--- src/design/u8bd_pkg.sv ---
// Shared types, constants and helpers for the UTF-8 to BMP decoder.
package u8bd_pkg;

  localparam int unsigned ByteW = 8;
  localparam int unsigned UnitW = 16;
  localparam int unsigned AccW  = 20;
  localparam int unsigned CntW  = 2;

  // End-of-string status codes carried in the result's tuser field.
  typedef enum logic [1:0] {
    ST_OK        = 2'd0,
    ST_BAD_LEAD  = 2'd1,
    ST_TRUNCATED = 2'd2
  } stop_status_t;

  // One registered input byte.
  typedef struct packed {
    logic [ByteW-1:0] data;
    logic             last;
  } in_item_t;

  // Decoder output for one byte; have marks that a result transfer is due.
  typedef struct packed {
    logic             have;
    logic [UnitW-1:0] code_unit;
    logic             unit_valid;
    logic             end_of_run;
    stop_status_t     stop_status;
  } dec_result_t;

  // Amount removed from the summed sequence, by number of trailing bytes.
  function automatic logic [AccW-1:0] seq_offset(input logic [CntW-1:0] len);
    logic [AccW-1:0] off;
    case (len)
      2'd1:    off = 20'h03080;
      2'd2:    off = 20'hE2080;
      default: off = '0;
    endcase
    return off;
  endfunction

endpackage

--- src/design/u8bd_in_reg.sv ---
// Input register stage: captures one byte and its end flag per transfer.
module u8bd_in_reg
  import u8bd_pkg::*;
(
  input  logic     clk,
  input  logic     rst_n,
  input  logic     in_tvalid,
  output logic     in_tready,
  input  in_item_t in_item,
  input  logic     advance,
  output logic     item_valid,
  output in_item_t item
);

  logic     valid_r;
  in_item_t item_r;

  assign in_tready  = !valid_r || advance;
  assign item_valid = valid_r;
  assign item       = item_r;

  always_ff @(posedge clk) begin
    if (!rst_n) begin
      valid_r <= 1'b0;
    end else if (in_tready) begin
      valid_r <= in_tvalid;
    end
  end

  always_ff @(posedge clk) begin
    if (in_tvalid && in_tready) begin
      item_r <= in_item;
    end
  end

endmodule

--- src/design/u8bd_decode.sv ---
// Sequence decoder: holds the open-sequence state and forms one result per byte.
module u8bd_decode
  import u8bd_pkg::*;
(
  input  logic        clk,
  input  logic        rst_n,
  input  logic        fire,
  input  in_item_t    item,
  output dec_result_t res
);

  logic [CntW-1:0] pend_r, pend_nxt;
  logic [CntW-1:0] len_r, len_nxt;
  logic [AccW-1:0] acc_r, acc_nxt;
  logic            halt_r, halt_nxt;

  logic [AccW-1:0]  sum;
  logic [AccW-1:0]  diff;
  logic [CntW-1:0]  pend_dec;
  logic             have_unit;
  logic [UnitW-1:0] unit;
  stop_status_t     status;

  assign sum      = acc_r + {{(AccW-ByteW){1'b0}}, item.data};
  assign diff     = sum - seq_offset(len_r);
  assign pend_dec = pend_r - 2'd1;

  always_comb begin
    pend_nxt  = pend_r;
    len_nxt   = len_r;
    acc_nxt   = acc_r;
    halt_nxt  = halt_r;
    have_unit = 1'b0;
    unit      = '0;
    status    = ST_OK;

    if (!halt_r) begin
      if (pend_r == '0) begin
        if (!item.data[7]) begin
          have_unit = 1'b1;
          unit      = {{(UnitW-ByteW){1'b0}}, item.data};
        end else if (item.data[7:5] == 3'b110) begin
          pend_nxt = 2'd1;
          len_nxt  = 2'd1;
          acc_nxt  = {{(AccW-ByteW-6){1'b0}}, item.data, 6'b0};
        end else if (item.data[7:4] == 4'b1110) begin
          pend_nxt = 2'd2;
          len_nxt  = 2'd2;
          acc_nxt  = {{(AccW-ByteW-6){1'b0}}, item.data, 6'b0};
        end else begin
          halt_nxt = 1'b1;
        end
      end else begin
        pend_nxt = pend_dec;
        if (pend_dec != '0) begin
          acc_nxt = {sum[AccW-7:0], 6'b0};
        end else begin
          have_unit = 1'b1;
          unit      = diff[UnitW-1:0];
          len_nxt   = '0;
          acc_nxt   = '0;
        end
      end
    end

    if (item.last) begin
      if (halt_nxt) begin
        status = ST_BAD_LEAD;
      end else if (pend_nxt != '0) begin
        status = ST_TRUNCATED;
      end
      pend_nxt = '0;
      len_nxt  = '0;
      acc_nxt  = '0;
      halt_nxt = 1'b0;
    end
  end

  assign res.have        = have_unit || item.last;
  assign res.code_unit   = unit;
  assign res.unit_valid  = have_unit;
  assign res.end_of_run  = item.last;
  assign res.stop_status = status;

  always_ff @(posedge clk) begin
    if (!rst_n) begin
      pend_r <= '0;
      len_r  <= '0;
      acc_r  <= '0;
      halt_r <= 1'b0;
    end else if (fire) begin
      pend_r <= pend_nxt;
      len_r  <= len_nxt;
      acc_r  <= acc_nxt;
      halt_r <= halt_nxt;
    end
  end

  // A halted string never has a sequence open.
  a_halt_no_pending: assert property (@(posedge clk) disable iff (!rst_n)
    halt_r |-> pend_r == '0) else $error("halted with trailing bytes pending");

  // Between sequences the accumulator and length are clear.
  a_idle_clear: assert property (@(posedge clk) disable iff (!rst_n)
    pend_r == '0 |-> (acc_r == '0 && len_r == '0))
    else $error("stale sequence state with nothing pending");

  // Pending trailing bytes never exceed the sequence length.
  a_pend_le_len: assert property (@(posedge clk) disable iff (!rst_n)
    pend_r <= len_r) else $error("pending count above sequence length");

endmodule

--- src/design/u8bd_out_reg.sv ---
// Result register stage: holds one result until the downstream transfer.
module u8bd_out_reg
  import u8bd_pkg::*;
(
  input  logic        clk,
  input  logic        rst_n,
  input  logic        fire,
  input  dec_result_t res,
  output logic        out_free,
  output logic        out_tvalid,
  input  logic        out_tready,
  output dec_result_t out_res
);

  logic        valid_r;
  dec_result_t res_r;

  assign out_free   = !valid_r || out_tready;
  assign out_tvalid = valid_r;
  assign out_res    = res_r;

  always_ff @(posedge clk) begin
    if (!rst_n) begin
      valid_r <= 1'b0;
    end else if (fire && res.have) begin
      valid_r <= 1'b1;
    end else if (out_tready) begin
      valid_r <= 1'b0;
    end
  end

  always_ff @(posedge clk) begin
    if (fire && res.have) begin
      res_r <= res;
    end
  end

endmodule

--- src/design/utf8_to_bmp_decoder.sv ---
// Top level of the UTF-8 to 16-bit BMP code unit decoder.
// Path: a byte's transfer loads the input register, and the decoder then moves its result
// into the result register when that register can take it.
// Throughput: one byte per cycle while the output side keeps taking results; the
// single shift-add in the decoder stage sets this, with nothing iterated.
// Reset (rst_n low, synchronous) clears both stage valids and the sequence state.
module utf8_to_bmp_decoder
  import u8bd_pkg::*;
(
  input  logic        clk,
  input  logic        rst_n,
  // Input channel: one UTF-8 byte per transfer.
  input  logic        in_tvalid,
  output logic        in_tready,
  input  logic [7:0]  in_tdata,   // [7:0] in_byte
  input  logic        in_tlast,   // last_byte
  // Result channel: zero or one result per byte.
  output logic        out_tvalid,
  input  logic        out_tready,
  output logic [15:0] out_tdata,  // [15:0] code_unit
  output logic        out_tlast,  // end_of_run
  output logic [2:0]  out_tuser   // [0] unit_valid, [2:1] stop_status
);

  in_item_t    in_item;
  in_item_t    item;
  logic        item_valid;
  logic        out_free;
  logic        fire;
  dec_result_t res;
  dec_result_t out_res;

  assign in_item.data = in_tdata;
  assign in_item.last = in_tlast;

  // The decoder consumes the registered byte whenever the result register can
  // take a result this cycle. Bytes that produce no result still need this slot
  // so that the result order is simply the byte order.
  assign fire = item_valid && out_free;

  u8bd_in_reg u_in_reg (
    .clk        (clk),
    .rst_n      (rst_n),
    .in_tvalid  (in_tvalid),
    .in_tready  (in_tready),
    .in_item    (in_item),
    .advance    (fire),
    .item_valid (item_valid),
    .item       (item)
  );

  // The decoder state only moves on a fired byte, so stalls leave it intact.
  u8bd_decode u_decode (
    .clk   (clk),
    .rst_n (rst_n),
    .fire  (fire),
    .item  (item),
    .res   (res)
  );

  u8bd_out_reg u_out_reg (
    .clk        (clk),
    .rst_n      (rst_n),
    .fire       (fire),
    .res        (res),
    .out_free   (out_free),
    .out_tvalid (out_tvalid),
    .out_tready (out_tready),
    .out_res    (out_res)
  );

  assign out_tdata = out_res.code_unit;
  assign out_tlast = out_res.end_of_run;
  assign out_tuser = {out_res.stop_status, out_res.unit_valid};

  // Every result either carries a character or closes a string.
  a_no_empty_result: assert property (@(posedge clk) disable iff (!rst_n)
    (out_tvalid && !out_tuser[0]) |-> out_tlast)
    else $error("result with neither a character nor an end flag");

  // A failing status is only reported on the end-of-string result.
  a_status_at_end: assert property (@(posedge clk) disable iff (!rst_n)
    (out_tvalid && out_tuser[2:1] != ST_OK) |-> out_tlast)
    else $error("non-zero status away from the end of a string");

  // A character is never reported together with a failing status.
  a_unit_ok_status: assert property (@(posedge clk) disable iff (!rst_n)
    (out_tvalid && out_tuser[0]) |-> out_tuser[2:1] == ST_OK)
    else $error("character delivered with a failing status");

endmodule
--- config.mk ---
export PLATFORM = sky130hd
export DESIGN_NAME = utf8_to_bmp_decoder
export DESIGN_NICKNAME = d
export VERILOG_FILES = /design/src/design/u8bd_pkg.sv /design/src/design/u8bd_in_reg.sv /design/src/design/u8bd_decode.sv /design/src/design/u8bd_out_reg.sv /design/src/design/utf8_to_bmp_decoder.sv
export SDC_FILE = /design/constraint.sdc
export NUM_CORES = 1
export LEC_CHECK = 0
export BUFFER_PORTS_ARGS = -buffer_cell sky130_fd_sc_hd__buf_2
export CAP_MARGIN = 15
export CORE_MARGIN = 3
export CORE_UTILIZATION = 50
export DETAILED_ROUTE_END_ITERATION = 8
export GPL_TIMING_DRIVEN = 0
export PLACE_DENSITY_LB_ADDON = 0.08
export SETUP_SLACK_MARGIN = 0.5
export SYNTH_ARGS = -nofsm -noshare
export SYNTH_HDL_FRONTEND = slang
export SYNTH_HIERARCHICAL = 1
export SYNTH_SLANG_ARGS = --single-unit
--- constraint.sdc ---
create_clock -name clk -period 7.1 [get_ports clk]
set_clock_uncertainty 0.05 [all_clocks]
set_input_delay 0.355 -clock clk [delete_from_list [all_inputs] [get_ports clk]]
set_output_delay 0.355 -clock clk [all_outputs]
set_load 0.02 [all_outputs]
== Word-level counts from Yosys, hierarchy flattened ==
Cells that the tools add are included.

* Output and inout bits: 22
* Logic and storage cells: 78
* Register bits after elaboration: 52
* Bits of input ports: 13

* Add/sub/neg operators: 3
* Reduce and logical (&&, ||, !) cells: 15
* Bitwise operators: 1
* Muxes and demuxes: 38
* Equal/unequal tests: 8

{| class="wikitable"
|+ Operators by type and width
! operator !! count
|-
| 2-to-1 mux 16 bit || 9
|-
| 2-to-1 mux 2 bit || 14
|-
| case mux 14 bit (2 select lines) || 1
|-
| adder 16 x 8 -> 16 bit || 1
|-
| subtractor 16 x 14 -> 16 bit || 1
|-
| 2-to-1 mux 1 bit || 13
|-
| 2-to-1 mux 7 bit || 1
|-
| nonzero test 2 bit || 3
|-
| AND reduction 5 bit || 1
|-
| equality test 4 bit (second input constant) || 1
|-
| inequality test 4 bit (second input constant) || 1
|-
| AND reduction 4 bit || 1
|-
| equality test 3 bit (second input constant) || 1
|-
| logical AND 1 bit || 3
|-
| logical OR 1 bit || 3
|-
| inequality test 3 x 2 -> 1 bit (second input constant) || 1
|-
| inequality test 3 bit (second input constant) || 1
|-
| equality test 2 x 1 -> 1 bit (second input constant) || 1
|-
| equality test 2 bit (second input constant) || 1
|-
| logical NOT 1 bit || 2
|-
| logical NOT 2 bit || 1
|-
| inequality test 2 bit (second input constant) || 1
|-
| OR reduction 2 bit || 1
|-
| subtractor 2 x 1 -> 2 bit (second input constant) || 1
|-
| NOT 1 bit || 1
|}

== Logic depth before layout (Yosys ltp) ==
* Word-level depth: 9
* Depth in mapped cells: 12
* Gate-level depth less buffers: 12

== Hierarchy ==
Netlist, hierarchy kept.

{| class="wikitable"
|+ By module, submodules not included
! module !! cells each !! area each (um^2) !! times used
|-
| u8bd_decode || 193 || 1397.6 || 1
|-
| u8bd_out_reg || 26 || 683.2 || 1
|-
| u8bd_in_reg || 14 || 327.8 || 1
|-
| utf8_to_bmp_decoder || 1 || 6.3 || 1
|}

== Worst setup path after synthesis ==
Ideal clock, no wire load.

* Path kind: reg2reg
* From: register u_in_reg.item_r, in the netlist u_in_reg/item[7]
* To: register u_out_reg.res_r, in the netlist u_out_reg/out_res[18], data pin
* Required time: 6.790 ns
* Stages on the path, launching flop included: 12
* Setup time: 0.260 ns
* Data arrival time: 2.576 ns
* Setup slack: 4.214 ns
* Buffers on the path: 0
* Cells stage by stage: edfxtp_1 > ha_1 > inv_1 > fa_1 > nor2b_4 > and3_4 > nand2_1 > xnor2_1 > ha_1 > o21ai_0 > o21a_2 > mux2_4

* Word-level cells in the longest chain between the ends: 4

{| class="wikitable"
|+ RTL lines
! element !! line !! text
|-
| start: declaration || u8bd_in_reg.sv:16 || <nowiki>in_item_t item_r;</nowiki>
|-
| start signal: assignment || u8bd_in_reg.sv:32 || <nowiki>item_r <= in_item;</nowiki>
|-
| adder 16 x 8 -> 16 bit || u8bd_decode.sv:24 || <nowiki>assign sum = acc_r + {{(AccW-ByteW){1'b0}}, item.data};</nowiki>
|-
| subtractor 16 x 14 -> 16 bit || u8bd_decode.sv:25 || <nowiki>assign diff = sum - seq_offset(len_r);</nowiki>
|-
| 2-to-1 mux 16 bit || u8bd_decode.sv:55 || <nowiki>if (pend_dec != '0) begin</nowiki>
|-
| 2-to-1 mux 16 bit || u8bd_decode.sv:38 || <nowiki>if (pend_r == '0) begin</nowiki>
|-
| end signal: assignment || u8bd_out_reg.sv:34 || <nowiki>res_r <= res;</nowiki>
|-
| end: declaration || u8bd_out_reg.sv:16 || <nowiki>dec_result_t res_r;</nowiki>
|}

Every way passes these cells.
A chain may end at the register's enable or synchronous reset.

== Worst setup path in the final report ==
* From: register u_in_reg.item_r, in the netlist u_in_reg/item[7]
* To: register u_out_reg.res_r, in the netlist u_out_reg/out_res[19], data pin

The elaborated chain is that of the path after synthesis.

==> results.cfg <==
[global_routing]
grt_remaining_overflow = 0
grt_pass1_wl_um = 7550
antenna_found_initial = 0
track_usage_pct = 18.1
grt_pass1_vias = 1603
grt_max_degree = 21

[cells_and_area]
final_area_mm2 = 0.00273
layout-drive-gt1-share_pct = 23.6
nets = 295
layout_common_cells = 38 x buf_2, 29 x edfxtp_1, 22 x nand2_1
area_delta_synth_final_pct = 14.5
register_area_mm2 = 0.00121
fillers = 393
multi_input_comb_area_mm2 = 0.00104
insertedDiodeCount = 0
layout_commonest_cell = buf_2

[placement]
io_buffers = 34
postPlaceCellArea_mm2 = 0.00262
gp_congestion = 0.893
hpwl_um = 3420

[clock_network]
clk_pin_slew_ns = 0.08
clkSinkCount = 46
h-tree-depth = 2
cts-root-buf = clkbuf_8
cts_buffer_depth = 2
ctsHoldBuffers = 0
clk_latency_ns = 0.30
cts.repair.resized = 0
cts_tree = yes
cts-buffers-inserted = 5
cts_setup_buffers = 0

[timing]
rsz0062_at_grt = false
hold_viol = 0
maxSlewHeadroom_pct = 53.0
setup_tns_ns = 0
finalCritPeriodShare_pct = 46.4
min_period_ns = 3.30
setup_viol = 0
worstMarginPinSlew_ns = 0.704
fmax_mhz = 303
timing.final.max_slew_violations = 0

[route]
first_pass_iters = 5
route.vias.total = 1795
wl_um = 4620
wl_per_cell_um = 14.1
vias_per_cell = 5.49
drc_errors = 0
ant_nets = 0
dr.first_iter.drc_count = 120

[job]
maxCapViolCount = 0

[floorplanning]
coreArea_mm2 = 0.00447
initial_utilization_pct = 53.3
pin_count = 35
die_w_um = 75.1
num_rows = 24
die_h_um = 75.1
die-area_mm2 = 0.00563

[worst_hold_path]
min_path_type = in -> reg

[critical_path]
crit_buf_inv = 1
critPathLaunchType = flop
cp_top_family = adder cells
cp_cell_sequence = ha_1 -> inv_1 -> fa_1 -> nor2b_4 -> and3_4 -> nand2_1 -> xnor2_1 -> ha_1 -> nor3_1 -> o211a_1 -> o311a_1 -> mux2i_1
worst_path_most_repeated_cell = ha_1
worstPathRequired_ns = 7.10
slowest_delay_ns = 0.48
crit_arrival_ns = 3.30
crit_path_top_delay_cell = edfxtp_1
crit_path_end_kind = flop
worstSetupPathType = reg -> reg
rrSetupSlack_ns = 3.80
crit_path_max_fanout = 7

[power_and_ir_drop]
worst_ir_drop_vdd_uv = 131
p_per_area_mw_per_mm2 = 208
total_power_uw = 569
p_leak_uw = 0.00106

[synth]
yosysWarnings = 6
synthCells = 233
synth_area_mm2 = 0.00238
synth_nets = 254
syn_avg_cell_area_um2 = 10.2

[outcome]
status = completed
layer usage:
metal | vias up | global-route usage [%] | wire, µm
met5 | - | 0 | 0
met4 | 0 | 6.32 | 65
met3 | 6 | 4.54 | 298
met2 | 56 | 27.5 | 2020
met1 | 822 | 25.0 | 2240
li1 | 911 | - | -
per-stage QoR:
| step | worst slack, ns | utilization [%] | std cells | hold WS [ns] |
|---|---|---|---|---|
| 3_3_place_gp | 3.91 | 58.6 | 319 | 0.399 |
| 4_1_cts | 3.81 | 61.0 | 327 | 0.164 |
| 5_1_grt | 3.58 | 61.0 | 327 | 0.159 |
| 6_report | 3.80 | 61.0 | 327 | 0.169 |
| 2_1_floorplan | 4.21 | - | 233 | 0.386 |
| 3_5_place_dp | 3.91 | 58.6 | 319 | 0.407 |
final timing paths:
kind / cells past startpoint / from / to
setup reg to reg: 12 / u_in_reg/item[7] / u_out_reg/out_res[19]
hold / removal: 1 / in_tdata[4] / u_in_reg/item[5]
setup / recovery: 12 / u_in_reg/item[7] / u_out_reg/out_res[19]
hold reg to reg: 2 / u_decode/acc_r[13] / u_decode/acc_r[13]
sequential cells by signal, indices dropped and copies added (netlist names):
register and cells:
u_decode/pend_r 2, u_in_reg/item_valid 1, u_out_reg/out_res 20, u_decode/halt_r 1, u_decode/len_r 2, u_decode/acc_r 10
u_in_reg/item 9, u_out_reg/out_tvalid 1
worst register-to-register path: cells and delay by family (launching register included):
family	cells	cell delay [ns]
AOI/OAI and AO/OA	2	0.53
xor gates and xnor gates	1	0.25
adders and majority gates	3	1.03
buffers and inverters	1	0.07
DFF	1	0.48
muxes	1	0.13
and+or+nand+nor	4	0.52
layout make-up:
| cell class | instances | share of cell area, % |
|---|---|---|
| Timing Repair Buffer | 34 | 6.23 |
| Sequential cell | 46 | 44.4 |
| Tap cell | 52 | 2.38 |
| Clock inverter | 2 | 1.37 |
| Buffer | 12 | 2.66 |
| Multi-Input combinational cell | 160 | 38.3 |
| Clock buffer | 6 | 2.66 |
| Inverter | 15 | 2.06 |
power by group:
part	internal [µW]	switching (µW)
registers	298	7.32
clock network	105	86.6
logic	28.3	43.7
total	431	138
Note: power is estimated with default switching activity, not from simulation.
